**src/rtl/core/pcba_pkg.sv**
```systemverilog
// constants and codes for the per-cpu bump allocator
// no dependencies; imported by the top level
`default_nettype none

package pcba_pkg;

    // configuration register indexes
    localparam int CFG_IDX_W = 2;
    localparam logic [CFG_IDX_W-1:0] CFG_BASE_ADDRESS = 2'd0;
    localparam logic [CFG_IDX_W-1:0] CFG_GROW_LIMIT   = 2'd1;

    // result status codes
    localparam logic [1:0] ST_ALLOC    = 2'd0;
    localparam logic [1:0] ST_GROWN    = 2'd1;
    localparam logic [1:0] ST_NO_SPACE = 2'd2;

    // field and datapath widths
    localparam int CFG_W  = 33;
    localparam int CPU_W  = 4;
    localparam int LEN_W  = 36;
    localparam int ADDR_W = 64;
    localparam int UNIT_W = 40;
    localparam int USED_W = 38;
    localparam int REM_W  = 33;

    // each cpu owns a 32 GiB window
    localparam int                WINDOW_SHIFT = 35;
    localparam logic [UNIT_W-1:0] WINDOW_LEN   = 40'h08_0000_0000;
    localparam logic [LEN_W-1:0]  INIT_SEG_LEN = 36'h1_0000_0000;
    localparam logic [CFG_W-1:0]  GROW_RESET   = 33'h0_0200_0000;

    // remainder loop walks every bit of the 36-bit difference
    localparam logic [5:0] DIV_LAST = 6'd35;

    typedef enum logic [12:0] {
        S_IDLE  = 13'b0_0000_0000_0001,
        S_READ  = 13'b0_0000_0000_0010,
        S_ADD   = 13'b0_0000_0000_0100,
        S_CHK   = 13'b0_0000_0000_1000,
        S_ADR1  = 13'b0_0000_0001_0000,
        S_ADR2  = 13'b0_0000_0010_0000,
        S_GCMP  = 13'b0_0000_0100_0000,
        S_GSTEP = 13'b0_0000_1000_0000,
        S_MOD   = 13'b0_0001_0000_0000,
        S_FIN1  = 13'b0_0010_0000_0000,
        S_FIN2  = 13'b0_0100_0000_0000,
        S_DONE  = 13'b0_1000_0000_0000
    } t_state;

endpackage

`default_nettype wire

```
**src/rtl/core/pcba_ram.sv**
```systemverilog
// generic single-write, single-read ram with registered read data
// no dependencies; used by the allocator for per-cpu state
`default_nettype none

module pcba_ram #(
    parameter int WIDTH = 72,
    parameter int DEPTH = 16
) (
    input  wire logic                                   i_clk,
    input  wire logic                                   i_wr_en,
    input  wire logic [(DEPTH > 1 ? $clog2(DEPTH) : 1)-1:0] i_wr_addr,
    input  wire logic [WIDTH-1:0]                       i_wr_data,
    input  wire logic                                   i_rd_en,
    input  wire logic [(DEPTH > 1 ? $clog2(DEPTH) : 1)-1:0] i_rd_addr,
    output logic      [WIDTH-1:0]                       o_rd_data
);

    logic [WIDTH-1:0] r_mem [DEPTH];

    always_ff @(posedge i_clk) begin
        if (i_wr_en) begin
            r_mem[i_wr_addr] <= i_wr_data;
        end
        if (i_rd_en) begin
            o_rd_data <= r_mem[i_rd_addr];
        end
    end

endmodule

`default_nettype wire

```
**src/rtl/core/per_cpu_bump_allocator.sv**
```systemverilog
// per-cpu bump allocator: sequencer around one shared 40-bit add/subtract unit
// depends on pcba_pkg and pcba_ram
`default_nettype none

// One request at a time. Without growth a request goes from acceptance to the result
// register through the accepting cycle, six passes through the shared adder (the
// first alongside the state read) and the result load; a cpu index that is out of
// range goes straight to the result load, and a window overflow ends after the
// window check. Growth doubles the segment while it is below grow_limit and, once
// it has reached grow_limit, runs a bit-serial remainder over all 36 bits of
// (used - segment) by grow_limit, then a final subtract and add.
// Per-cpu offset and segment length live in one ram; valid bits stand in for
// the reset values, so there is no clearing pass. Input stall is low only
// while the sequencer is idle; a finished result may wait in the output
// register while the next request is accepted.
module per_cpu_bump_allocator
    import pcba_pkg::*;
#(
    parameter int NUM_CPUS = 16
) (
    input  wire logic                 i_clk,
    input  wire logic                 i_rst_n,
    // request channel
    input  wire logic                 i_in_valid,
    output logic                      o_in_stall,
    input  wire logic [CPU_W-1:0]     i_cpu_index,
    input  wire logic [LEN_W-1:0]     i_request_length,
    // result channel
    output logic                      o_out_valid,
    input  wire logic                 i_out_stall,
    output logic      [ADDR_W-1:0]    o_address,
    output logic      [1:0]           o_status,
    output logic      [LEN_W-1:0]     o_segment_length,
    // configuration writes
    input  wire logic                 i_cfg_valid,
    output logic                      o_cfg_ready,
    input  wire logic [CFG_IDX_W-1:0] i_cfg_index,
    input  wire logic [CFG_W-1:0]     i_cfg_data
);

    localparam int AW = (NUM_CPUS > 1) ? $clog2(NUM_CPUS) : 1;
    localparam int IW = (AW > CPU_W) ? AW : CPU_W;
    localparam int RAM_W = 2 * LEN_W;

    t_state r_state, n_state;

    logic [CFG_W-1:0]  r_base, r_grow;
    logic [CPU_W-1:0]  r_cpu, n_cpu;
    logic [LEN_W-1:0]  r_len, n_len;
    logic [LEN_W-1:0]  r_off, n_off;
    logic [LEN_W-1:0]  r_seg, n_seg;
    logic [USED_W-1:0] r_used, n_used;
    logic [LEN_W-1:0]  r_div, n_div;
    logic [REM_W-1:0]  r_rem, n_rem;
    logic [5:0]        r_cnt, n_cnt;
    logic [UNIT_W-1:0] r_addr, n_addr;
    logic [1:0]        r_status, n_status;
    logic              r_grown, n_grown;

    logic              r_out_valid;
    logic [UNIT_W-1:0] r_out_addr;
    logic [1:0]        r_out_status;
    logic [LEN_W-1:0]  r_out_seg;

    logic [NUM_CPUS-1:0] r_vld;

    // shared add/subtract unit
    logic [UNIT_W-1:0] w_ua, w_ub, w_ures;
    logic              w_usub, w_uge;
    logic [UNIT_W:0]   w_usum;

    logic              w_accept, w_load;
    logic [IW-1:0]     w_in_ext, w_cur_ext;
    logic [AW-1:0]     w_in_addr, w_cur_addr;
    logic [RAM_W-1:0]  w_rd_data;
    logic [CFG_W-1:0]  w_step;
    logic [REM_W:0]    w_trial;

    assign o_in_stall  = !r_state[0];
    assign o_cfg_ready = 1'b1;
    assign w_accept    = i_in_valid && !o_in_stall;
    assign w_load      = (r_state == S_DONE) && (!r_out_valid || !i_out_stall);

    assign w_in_ext   = IW'(i_cpu_index);
    assign w_in_addr  = w_in_ext[AW-1:0];
    assign w_cur_ext  = IW'(r_cpu);
    assign w_cur_addr = w_cur_ext[AW-1:0];

    // a zero limit behaves as one
    assign w_step  = (r_grow == '0) ? CFG_W'(1) : r_grow;
    assign w_trial = {r_rem, r_div[LEN_W-1]};

    assign w_usum = {1'b0, w_ua} + {1'b0, (w_usub ? ~w_ub : w_ub)} + (UNIT_W+1)'(w_usub);
    assign w_ures = w_usum[UNIT_W-1:0];
    assign w_uge  = w_usum[UNIT_W];

    pcba_ram #(
        .WIDTH (RAM_W),
        .DEPTH (NUM_CPUS)
    ) u_state_ram (
        .i_clk     (i_clk),
        .i_wr_en   (w_load && (r_status != ST_NO_SPACE)),
        .i_wr_addr (w_cur_addr),
        .i_wr_data ({r_seg, r_used[LEN_W-1:0]}),
        .i_rd_en   (w_accept),
        .i_rd_addr (w_in_addr),
        .o_rd_data (w_rd_data)
    );

    // operand selection for the shared unit
    always_comb begin
        w_ua   = '0;
        w_ub   = '0;
        w_usub = 1'b0;
        unique case (r_state)
            S_READ: begin
                w_ua = UNIT_W'(r_len);
                w_ub = UNIT_W'(7);
            end
            S_ADD: begin
                w_ua = UNIT_W'(r_off);
                w_ub = UNIT_W'(r_used);
            end
            S_CHK: begin
                w_ua   = WINDOW_LEN;
                w_ub   = UNIT_W'(r_used);
                w_usub = 1'b1;
            end
            S_ADR1: begin
                w_ua = UNIT_W'(r_base);
                w_ub = UNIT_W'(r_off);
            end
            S_ADR2: begin
                w_ua = r_addr;
                w_ub = UNIT_W'(r_cpu) << WINDOW_SHIFT;
            end
            S_GCMP: begin
                w_ua   = UNIT_W'(r_used);
                w_ub   = UNIT_W'(r_seg);
                w_usub = 1'b1;
            end
            S_GSTEP: begin
                w_ua   = UNIT_W'(r_seg);
                w_ub   = UNIT_W'(w_step);
                w_usub = 1'b1;
            end
            S_MOD: begin
                w_ua   = UNIT_W'(w_trial);
                w_ub   = UNIT_W'(w_step);
                w_usub = 1'b1;
            end
            S_FIN1: begin
                w_ua   = UNIT_W'(r_used);
                w_ub   = UNIT_W'(r_rem);
                w_usub = 1'b1;
            end
            S_FIN2: begin
                w_ua = UNIT_W'(r_seg);
                w_ub = UNIT_W'(w_step);
            end
            default: begin
                w_usub = 1'b0;
            end
        endcase
    end

    // sequencer
    always_comb begin
        n_state  = r_state;
        n_cpu    = r_cpu;
        n_len    = r_len;
        n_off    = r_off;
        n_seg    = r_seg;
        n_used   = r_used;
        n_div    = r_div;
        n_rem    = r_rem;
        n_cnt    = r_cnt;
        n_addr   = r_addr;
        n_status = r_status;
        n_grown  = r_grown;
        unique case (r_state)
            S_IDLE: begin
                if (w_accept) begin
                    n_cpu   = i_cpu_index;
                    n_len   = i_request_length;
                    n_grown = 1'b0;
                    if (32'(i_cpu_index) >= NUM_CPUS) begin
                        n_status = ST_NO_SPACE;
                        n_addr   = '0;
                        n_seg    = '0;
                        n_state  = S_DONE;
                    end else begin
                        n_state = S_READ;
                    end
                end
            end
            S_READ: begin
                // entries never written read as their reset values
                if (r_vld[w_cur_addr]) begin
                    n_off = w_rd_data[LEN_W-1:0];
                    n_seg = w_rd_data[RAM_W-1:LEN_W];
                end else begin
                    n_off = '0;
                    n_seg = INIT_SEG_LEN;
                end
                n_used  = USED_W'(w_ures) & ~USED_W'(7);
                n_state = S_ADD;
            end
            S_ADD: begin
                n_used  = USED_W'(w_ures);
                n_state = S_CHK;
            end
            S_CHK: begin
                if (!w_uge) begin
                    n_status = ST_NO_SPACE;
                    n_addr   = '0;
                    n_state  = S_DONE;
                end else begin
                    n_state = S_ADR1;
                end
            end
            S_ADR1: begin
                n_addr  = w_ures;
                n_state = S_ADR2;
            end
            S_ADR2: begin
                n_addr  = w_ures;
                n_state = S_GCMP;
            end
            S_GCMP: begin
                if (!w_uge) begin
                    // segment now exceeds the used length
                    n_status = r_grown ? ST_GROWN : ST_ALLOC;
                    n_state  = S_DONE;
                end else begin
                    n_div   = LEN_W'(w_ures);
                    n_grown = 1'b1;
                    n_state = S_GSTEP;
                end
            end
            S_GSTEP: begin
                if (!w_uge) begin
                    n_seg   = (r_seg == '0) ? LEN_W'(1) : (r_seg << 1);
                    n_state = S_GCMP;
                end else begin
                    n_rem   = '0;
                    n_cnt   = DIV_LAST;
                    n_state = S_MOD;
                end
            end
            S_MOD: begin
                // restoring remainder, one bit of (used - seg) per cycle
                n_rem = w_uge ? w_ures[REM_W-1:0] : w_trial[REM_W-1:0];
                n_div = r_div << 1;
                n_cnt = r_cnt - 6'd1;
                if (r_cnt == '0) begin
                    n_state = S_FIN1;
                end
            end
            S_FIN1: begin
                n_seg   = LEN_W'(w_ures);
                n_state = S_FIN2;
            end
            S_FIN2: begin
                n_seg   = LEN_W'(w_ures);
                n_state = S_GCMP;
            end
            S_DONE: begin
                if (w_load) begin
                    n_state = S_IDLE;
                end
            end
            default: begin
                n_state = S_IDLE;
            end
        endcase
    end

    always_ff @(posedge i_clk) begin
        if (!i_rst_n) begin
            r_state <= S_IDLE;
        end else begin
            r_state <= n_state;
        end
        r_cpu    <= n_cpu;
        r_len    <= n_len;
        r_off    <= n_off;
        r_seg    <= n_seg;
        r_used   <= n_used;
        r_div    <= n_div;
        r_rem    <= n_rem;
        r_cnt    <= n_cnt;
        r_addr   <= n_addr;
        r_status <= n_status;
        r_grown  <= n_grown;
    end

    always_ff @(posedge i_clk) begin
        if (!i_rst_n) begin
            r_vld <= '0;
        end else if (w_load && (r_status != ST_NO_SPACE)) begin
            r_vld[w_cur_addr] <= 1'b1;
        end
    end

    always_ff @(posedge i_clk) begin
        if (!i_rst_n) begin
            r_base <= '0;
            r_grow <= GROW_RESET;
        end else if (i_cfg_valid && o_cfg_ready) begin
            unique case (i_cfg_index)
                CFG_BASE_ADDRESS: r_base <= i_cfg_data;
                CFG_GROW_LIMIT:   r_grow <= i_cfg_data;
                default:          r_base <= r_base;
            endcase
        end
    end

    // result register
    always_ff @(posedge i_clk) begin
        if (!i_rst_n) begin
            r_out_valid <= 1'b0;
        end else if (w_load) begin
            r_out_valid <= 1'b1;
        end else if (!i_out_stall) begin
            r_out_valid <= 1'b0;
        end
        if (w_load) begin
            r_out_addr   <= r_addr;
            r_out_status <= r_status;
            r_out_seg    <= r_seg;
        end
    end

    assign o_out_valid      = r_out_valid;
    assign o_address        = ADDR_W'(r_out_addr);
    assign o_status         = r_out_status;
    assign o_segment_length = r_out_seg;

    a_status_code: assert property (@(posedge i_clk) disable iff (!i_rst_n)
        o_out_valid |-> (o_status == ST_ALLOC || o_status == ST_GROWN ||
                         o_status == ST_NO_SPACE))
        else $error("result carries an unknown status code");

    a_no_space_addr: assert property (@(posedge i_clk) disable iff (!i_rst_n)
        (o_out_valid && o_status == ST_NO_SPACE) |-> (o_address == '0))
        else $error("out-of-space result with nonzero address");

    a_rem_bound: assert property (@(posedge i_clk) disable iff (!i_rst_n)
        (r_state == S_MOD) |-> (r_rem < w_step))
        else $error("partial remainder not below the growth step");

    a_busy_after_accept: assert property (@(posedge i_clk) disable iff (!i_rst_n)
        w_accept |=> o_in_stall)
        else $error("request accepted while a request is in progress");

endmodule

`default_nettype wire
```
**config.mk**
```make
export PLATFORM = sky130hd
export DESIGN_NAME = per_cpu_bump_allocator
export DESIGN_NICKNAME = d
export VERILOG_FILES = /design/src/rtl/core/pcba_pkg.sv /design/src/rtl/core/pcba_ram.sv /design/src/rtl/core/per_cpu_bump_allocator.sv
export SDC_FILE = /design/constraint.sdc
export NUM_CORES = 2
export LEC_CHECK = 0
export ABC_CLOCK_PERIOD_IN_PS = 12700
export BUFFER_PORTS_ARGS = -buffer_cell sky130_fd_sc_hd__buf_2
export CAP_MARGIN = 0
export CORE_AREA = 2 2 476 478
export DETAILED_ROUTE_END_ITERATION = 8
export DIE_AREA = 0 0 478 480
export PLACE_DENSITY = 0.5
export SYNTH_ARGS = -nofsm -noshare
export SYNTH_HDL_FRONTEND = slang
export SYNTH_HIERARCHICAL = 1
export SYNTH_SLANG_ARGS = --single-unit
```
**constraint.sdc**
```tcl
create_clock -name i_clk -period 12.7 [get_ports i_clk]
set_clock_uncertainty 0.05 [all_clocks]
set_input_delay 2.54 -clock i_clk [delete_from_list [all_inputs] [get_ports i_clk]]
set_output_delay 2.54 -clock i_clk [all_outputs]
set_load 0.05 [all_outputs]
```
**Word-level counts from Yosys, hierarchy flattened**

Memory sizes are Yosys's and may differ from the RTL's. A register that Yosys moved wholly into a read port is not among the register bits.
Cells that the tools add are included.

- Add/subtract/negate cells: 3
- $lt $le $gt $ge: 2
- Eq/ne operators: 23
- Muxes and demuxes: 41
- Bitwise gates (word level): 2
- Reduce and logical (&&, ||, !) cells: 37

Operators with widths:

| cell | number |
|---|---|
| $pmux 40 s8 | 1 |
| $pmux 39 s7 | 1 |
| $mux 36 | 4 |
| $pmux 13 s11 | 1 |
| $pmux 36 s3 | 1 |
| $mux 33 | 3 |
| $mux 40 | 2 |
| $pmux 40 s2 | 1 |
| $pmux 38 s2 | 1 |
| $pmux 36 s2 | 1 |
| $pmux 33 s2 | 1 |
| $add 40x40->41 | 1 |
| $add 41x1->41 | 1 |
| $not 40->40 | 1 |
| $mux 13 | 3 |
| $logic_not 36->1 | 1 |
| $logic_not 33->1 | 1 |
| $mux 12 | 2 |
| $ne 2x2->1 const B | 8 |
| $or 16x16->16 | 1 |
| $reduce_and 2->1 | 7 |
| $eq 13x1->1 const B | 1 |
| $eq 13x10->1 const B | 1 |
| $eq 13x11->1 const B | 1 |
| 34 further kinds | 62 |

- Bits in registers: 442
- Bits in writable memories: 1152
- Input bits: 80
- Output and inout port bits: 105
- Word-level logic and storage cells: 128
- Memories: 1

Memories:

| memory | depth | bits a word | read ports | clocked after memory_dff | write ports | RTL line | text |
|---|---|---|---|---|---|---|---|
| u_state_ram.r_mem | 16 | 72 | 1 | 1 | 1 | pcba_ram.sv:18 | `logic [WIDTH-1:0] r_mem [DEPTH];` |

**Logic depth before layout (Yosys ltp)**

- Word-level depth: 9
- Mapped depth: 25
- Gate-level depth less buffers: 21

**Cells and area by module**

The synthesis kept the hierarchy.

Modules (own cells, without submodules):

| module | times used | cells an instance | area an instance (µm²) | sequential area each (µm²) |
|---|---|---|---|---|
| pcba_ram | 1 | 1850 | 45273.4 | 36755.3 |
| per_cpu_bump_allocator | 1 | 1992 | 21689.6 | 12291.8 |

**Worst setup path before layout**

Ideal clock, no wire load.

- Path kind: input port to flip-flop
- Start point: input port i_out_stall
- End point: memory u_state_ram.r_mem[0][0], enable pin
- Library setup time: 0.590 ns
- Arrival: 12.807 ns
- Required time: 12.060 ns
- Slack: -0.748 ns
- Cell stages on the path: 5
- Buffers on the path: 0
- Path through: a21oi_1 o21ai_0 inv_1 or3b_2 nor3_1

- Cells in the longest elaborated chain, start to end: 6

Ends and longest elaborated chain:

| what | RTL line | text |
|---|---|---|
| from (decl) | per_cpu_bump_allocator.sv:30 | `input wire logic i_out_stall,` |
| $logic_not 1->1 | -- |  |
| $logic_or 1x1->1 | per_cpu_bump_allocator.sv:82 | `assign w_load = (r_state == S_DONE) && (!r_out_valid \|\| !i_out_stall);` |
| $logic_and 1x1->1 | per_cpu_bump_allocator.sv:82 |  |
| $logic_and 1x1->1 | per_cpu_bump_allocator.sv:102 | `.i_wr_en (w_load && (r_status != ST_NO_SPACE)),` |
| $mux 1 | pcba_ram.sv:21 | `if (i_wr_en) begin` |
| $mux 1 (not written as such) | pcba_ram.sv:22 | `r_mem[i_wr_addr] <= i_wr_data;` |
| to (decl) | pcba_ram.sv:18 |  |

No other way between the ends.

**Worst setup path after layout**

- Start point: register r_state[4]
- End point: register r_div[15], enable pin

- Cells in the longest elaborated chain, start to end: 9
- Elaborated cells between the ends (all ways): 25
- Classes of those cells: add/sub (2); eq/ne (11); mux (4); bitwise (1); reduce/logical (7)

Ends and longest elaborated chain:

| what | RTL line | text |
|---|---|---|
| from (decl) | per_cpu_bump_allocator.sv:45 | `t_state r_state, n_state;` |
| from (signal assigned) | per_cpu_bump_allocator.sv:283 | `r_state <= n_state;` |
| $eq 13x9->1 (tied with other cells) | per_cpu_bump_allocator.sv:115, per_cpu_bump_allocator.sv:181 |  |
| $reduce_or 3->1 (no line) / $reduce_or 2->1 (equally long branches) | -- |  |
| $pmux 39 s7 | per_cpu_bump_allocator.sv:115 | `unique case (r_state)` |
| $not 40->40 | per_cpu_bump_allocator.sv:93 | `assign w_usum = {1'b0, w_ua} + {1'b0, (w_usub ? ~w_ub : w_ub)} + (UNIT_W+1)'(w_usub);` |
| $mux 40 | per_cpu_bump_allocator.sv:93 |  |
| $add 40x40->41 | per_cpu_bump_allocator.sv:93 |  |
| $add 41x1->41 | per_cpu_bump_allocator.sv:93 |  |
| $ne 2x2->1 (no line) | -- |  |
| $reduce_and 2->1 (no line) * | -- |  |
| to (signal assigned) | per_cpu_bump_allocator.sv:290 | `r_div <= n_div;` |
| to (decl) | per_cpu_bump_allocator.sv:53 | `logic [LEN_W-1:0] r_div, n_div;` |

Mark *: on every way between the ends. The rest lies on a longest branch, timed or not.
A chain may end at the register's enable or synchronous reset.

==> results.yml <==
routing:
  ant_nets: 0
  drc_errors: 18
  first_iter_violations: 4582
  detail_route.wl_per_cell_um: 29.02
  finalWirelength_um: 208100
  vias_per_cell: 5.294
  via_count: 37950
  drt-pass1-iter-count: 9
status:
  status: "finished, violations left"
  failed_checks: "design-rule violations"
place:
  dpl.hpwl_um: 127900
  port_buffers: 159
  placed_area_um2: 71400
  dp.cells: 6855
  gp_congestion: 0.9498
sta:
  finalSetupViolCount: 0
  max_freq_mhz: 144.8
  hold_viol_final: 0
  fin_crit_ns: 6.904
  drv_slew: 0
  slew_headroom_pct: 13.92
  fin_tns_setup_ns: 0
  finalCritPeriodShare_pct: 54.36
  tightest_slew_ns: 1.285
  rsz0062_at_grt: "false"
die:
  dieArea_um2: 229400
  core_area_um2: 224000
  rows: 174
  start_util_pct: 29.89
  die_h_um: 480
  die_width_um: 478
  ios: 185
cells_and_area:
  drive_gt1_share_pct: 20.41
  synthToLayoutAreaGrowth_pct: 14.78
  final_cells: 7169
  num-nets-final: 4157
  nFillCells: 21310
  fin_area_um2: 76860
cts:
  htree_levels: 4
  ctsResizeCount: 0
  clkSinkCount: 1665
  clk_pin_slew_ns: 0.06
  cts_setup_buffers: 0
  hold_buffers: 0
  cts_tree: "built"
  clock_latency_ns: 0.81
  cts_root_buf: "clkbuf_16"
  clockBufferDepth: 3
  numCtsBuffers: 170
global_route:
  grt_pass1_vias: 37360
  grt_max_degree: 118
  antenna_found_initial: 25
  overflow: 0
  grt_pass1_wl_um: 292100
  grt_usage_pct: 17.77
synthesis:
  async_flop_share_pct: 0
  synthDistinctLibCells: 80
  syn_avg_cell_area_um2: 17.43
  yosys_warnings: 6
  ys_ff_latch: 1665
  synth_cells: 3842
  synth_ff_type: "edfxtp_1"
  syn_area_um2: 66960
  ys_seq_area_share_pct: 73.25
  synth_edf_count: 1570
power:
  power_density_nw_per_um2: 148.3
  power.leakage_nw: 25.06
  max-vdd-ir-drop_mv: 0.1591
worst_setup_path:
  path_max_fanout: 36
  required_ns: 13.06
  end_kind: "flop"
  critical_path_class: "reg -> reg"
  startpoint_type: "flop"
  arrival_ns: 7.27
worst_hold_path:
  hp-class: "reg -> reg"
job:
  drv_cap: 0
## report_power, final
part | internal, mW | leakage (nW) | switching [mW] | total (mW)
Clock | 2.83 | 2.66 | 2.14 | 4.96
Combinational | 0.137 | 7.11 | 0.240 | 0.377
Sequential | 6.00 | 15.3 | 0.0546 | 6.05
## critical path, stage by stage, from the launching register on
cell       delay (ns)
dfxtp_1          0.40
or3_4            0.45
nor3_2           0.31
and3_1           0.83
nor4_4           0.04
buf_4            0.37
inv_2            0.31
xnor2_1          0.18
inv_1            0.09
fa_1             0.43
nor2b_1          0.18
o2111ai_1        0.15
a311o_1          0.43
a21oi_1          0.20
a211oi_2         0.11
o211ai_1         0.33
a221o_1          0.20
a21o_2           0.35
nor2_1           0.14
a21oi_4          0.93
## path summary, 6_finish.rpt
kind,from,to,slack (ns),cells past startpoint
worst min-delay path,r_vld[10]$_SDFFE_PN0P_,r_vld[10]$_SDFFE_PN0P_,0.41,1
worst min register to register,r_vld[10]$_SDFFE_PN0P_,r_vld[10]$_SDFFE_PN0P_,0.41,1
worst max-delay path,r_state[4]$_SDFFE_PN0P_,r_div[15]$_DFFE_PP_,5.80,19
worst max register to register,r_state[4]$_SDFFE_PN0P_,r_div[15]$_DFFE_PP_,5.80,19
## final cells by class
cell class	instances	area [um^2]	area share, %
clock buffer	226	4568	5.944
sequential	1665	49050	63.81
timing repair buffer	251	1569	2.041
antenna	3	7.507	0.009768
clock inverter	85	887.1	1.154
tap	2992	3744	4.871
multi-input combinational	1890	16820	21.89
inverter	57	214.0	0.2784
## layer usage
layer  vias to the layer above  routed length, um  track usage, %  share of wire [%]
met1                     20350              90680           25.36                 44
met3                       267              14120           2.620                6.8
met2                      1581              97560           28.09                 47
met5                         -                 17               0             0.0082
met4                         2               5675           5.184                2.7
li1                      15760                  -               -                  -
## Yosys cell counts, types with 15 or more instances
| master | count | area [um^2] |
|---|---|---|
| nand2_1 | 367 | 1378 |
| a222oi_1 | 68 | 680.7 |
| edfxtp_1 | 1570 | 47150 |
| nand3_1 | 78 | 390.4 |
| ha_1 | 41 | 513.0 |
| o21ai_0 | 75 | 375.4 |
| a21o_1 | 31 | 232.7 |
| a21boi_0 | 68 | 510.5 |
| clkbuf_1 | 165 | 619.3 |
| mux4_2 | 293 | 6599 |
| dfxtp_1 | 95 | 1902 |
| inv_1 | 53 | 198.9 |
| nor4_1 | 21 | 131.4 |
| nor3_1 | 23 | 115.1 |
| buf_4 | 34 | 255.2 |
| a22oi_1 | 246 | 1847 |
| and2_1 | 52 | 325.3 |
| buf_6 | 19 | 214.0 |
| nor2b_1 | 27 | 168.9 |
| xnor2_1 | 62 | 543.0 |
| a21oi_1 | 47 | 235.2 |
| buf_2 | 23 | 115.1 |
| nor2_1 | 143 | 536.8 |
| xor2_1 | 19 | 166.4 |
| mux2i_1 | 26 | 260.3 |
| nand2b_1 | 15 | 93.84 |
| and3_1 | 17 | 106.4 |
## registers in the layout (all words and copies together), names as in the netlist
register               flops
o_out_valid                1
o_segment_length          36
o_status                   2
r_addr                    40
r_base                    33
r_cnt                      6
r_cpu                      4
r_div                     36
r_grow                    33
r_grown                    1
r_len                     36
r_off                     36
r_out_addr                40
r_rem                     33
r_seg                     36
r_state                   12
r_status                   2
r_used                    38
r_vld                     16
u_state_ram/o_rd_data     72
u_state_ram/r_mem       1152
## through the flow
stage	hold WS [ns]	power, mW	setup slack, ns	util (%)
after floorplan	0.3674	6.397	1.202	-
after global placement	0.3905	6.552	5.961	31.87
after detailed placement	0.4028	6.553	5.875	31.87
after CTS	0.4181	11.51	5.857	34.31
after global routing	0.4329	11.75	5.358	34.31
final	0.4108	11.40	5.796	34.31
## cell usage in the layout (no fill, tap or decap), types with 10 or more instances in the layout
cell	Yosys	layout
a211oi_1	11	11
a21boi_0	68	68
a21o_1	31	30
a21oi_1	47	44
a222oi_1	68	68
a22oi_1	246	246
and2_1	52	46
and3_1	17	12
buf_2	23	157
buf_4	34	87
bufinv_16	0	14
clkbuf_1	165	49
clkbuf_16	0	173
clkinv_1	0	27
clkinv_2	0	26
conb_1	2	25
dfxtp_1	95	95
edfxtp_1	1570	1570
ha_1	41	41
inv_1	53	53
mux2i_1	26	26
mux4_2	293	293
nand2_1	367	366
nand2b_1	15	15
nand3_1	78	78
nand4_1	12	12
nor2_1	143	128
nor2_4	0	14
nor2b_1	27	23
nor3_1	23	17
nor4_1	21	21
o21a_1	11	11
o21ai_0	75	75
o21bai_1	10	10
xnor2_1	62	62
xor2_1	19	19
## logic make-up after synthesis
| logic type | share of synthesized area [%] |
|---|---|
| buffers and inverters | 2.184 |
| adder cells (fa/ha/maj) | 0.7960 |
| flip-flops | 73.25 |
| AO/OA/AOI/OAI | 6.884 |
| AND/OR/NAND/NOR | 5.465 |
| multiplexers | 10.36 |
| XOR/XNOR | 1.059 |
| other | 0.01122 |
Power figures use the tool's default switching activity.
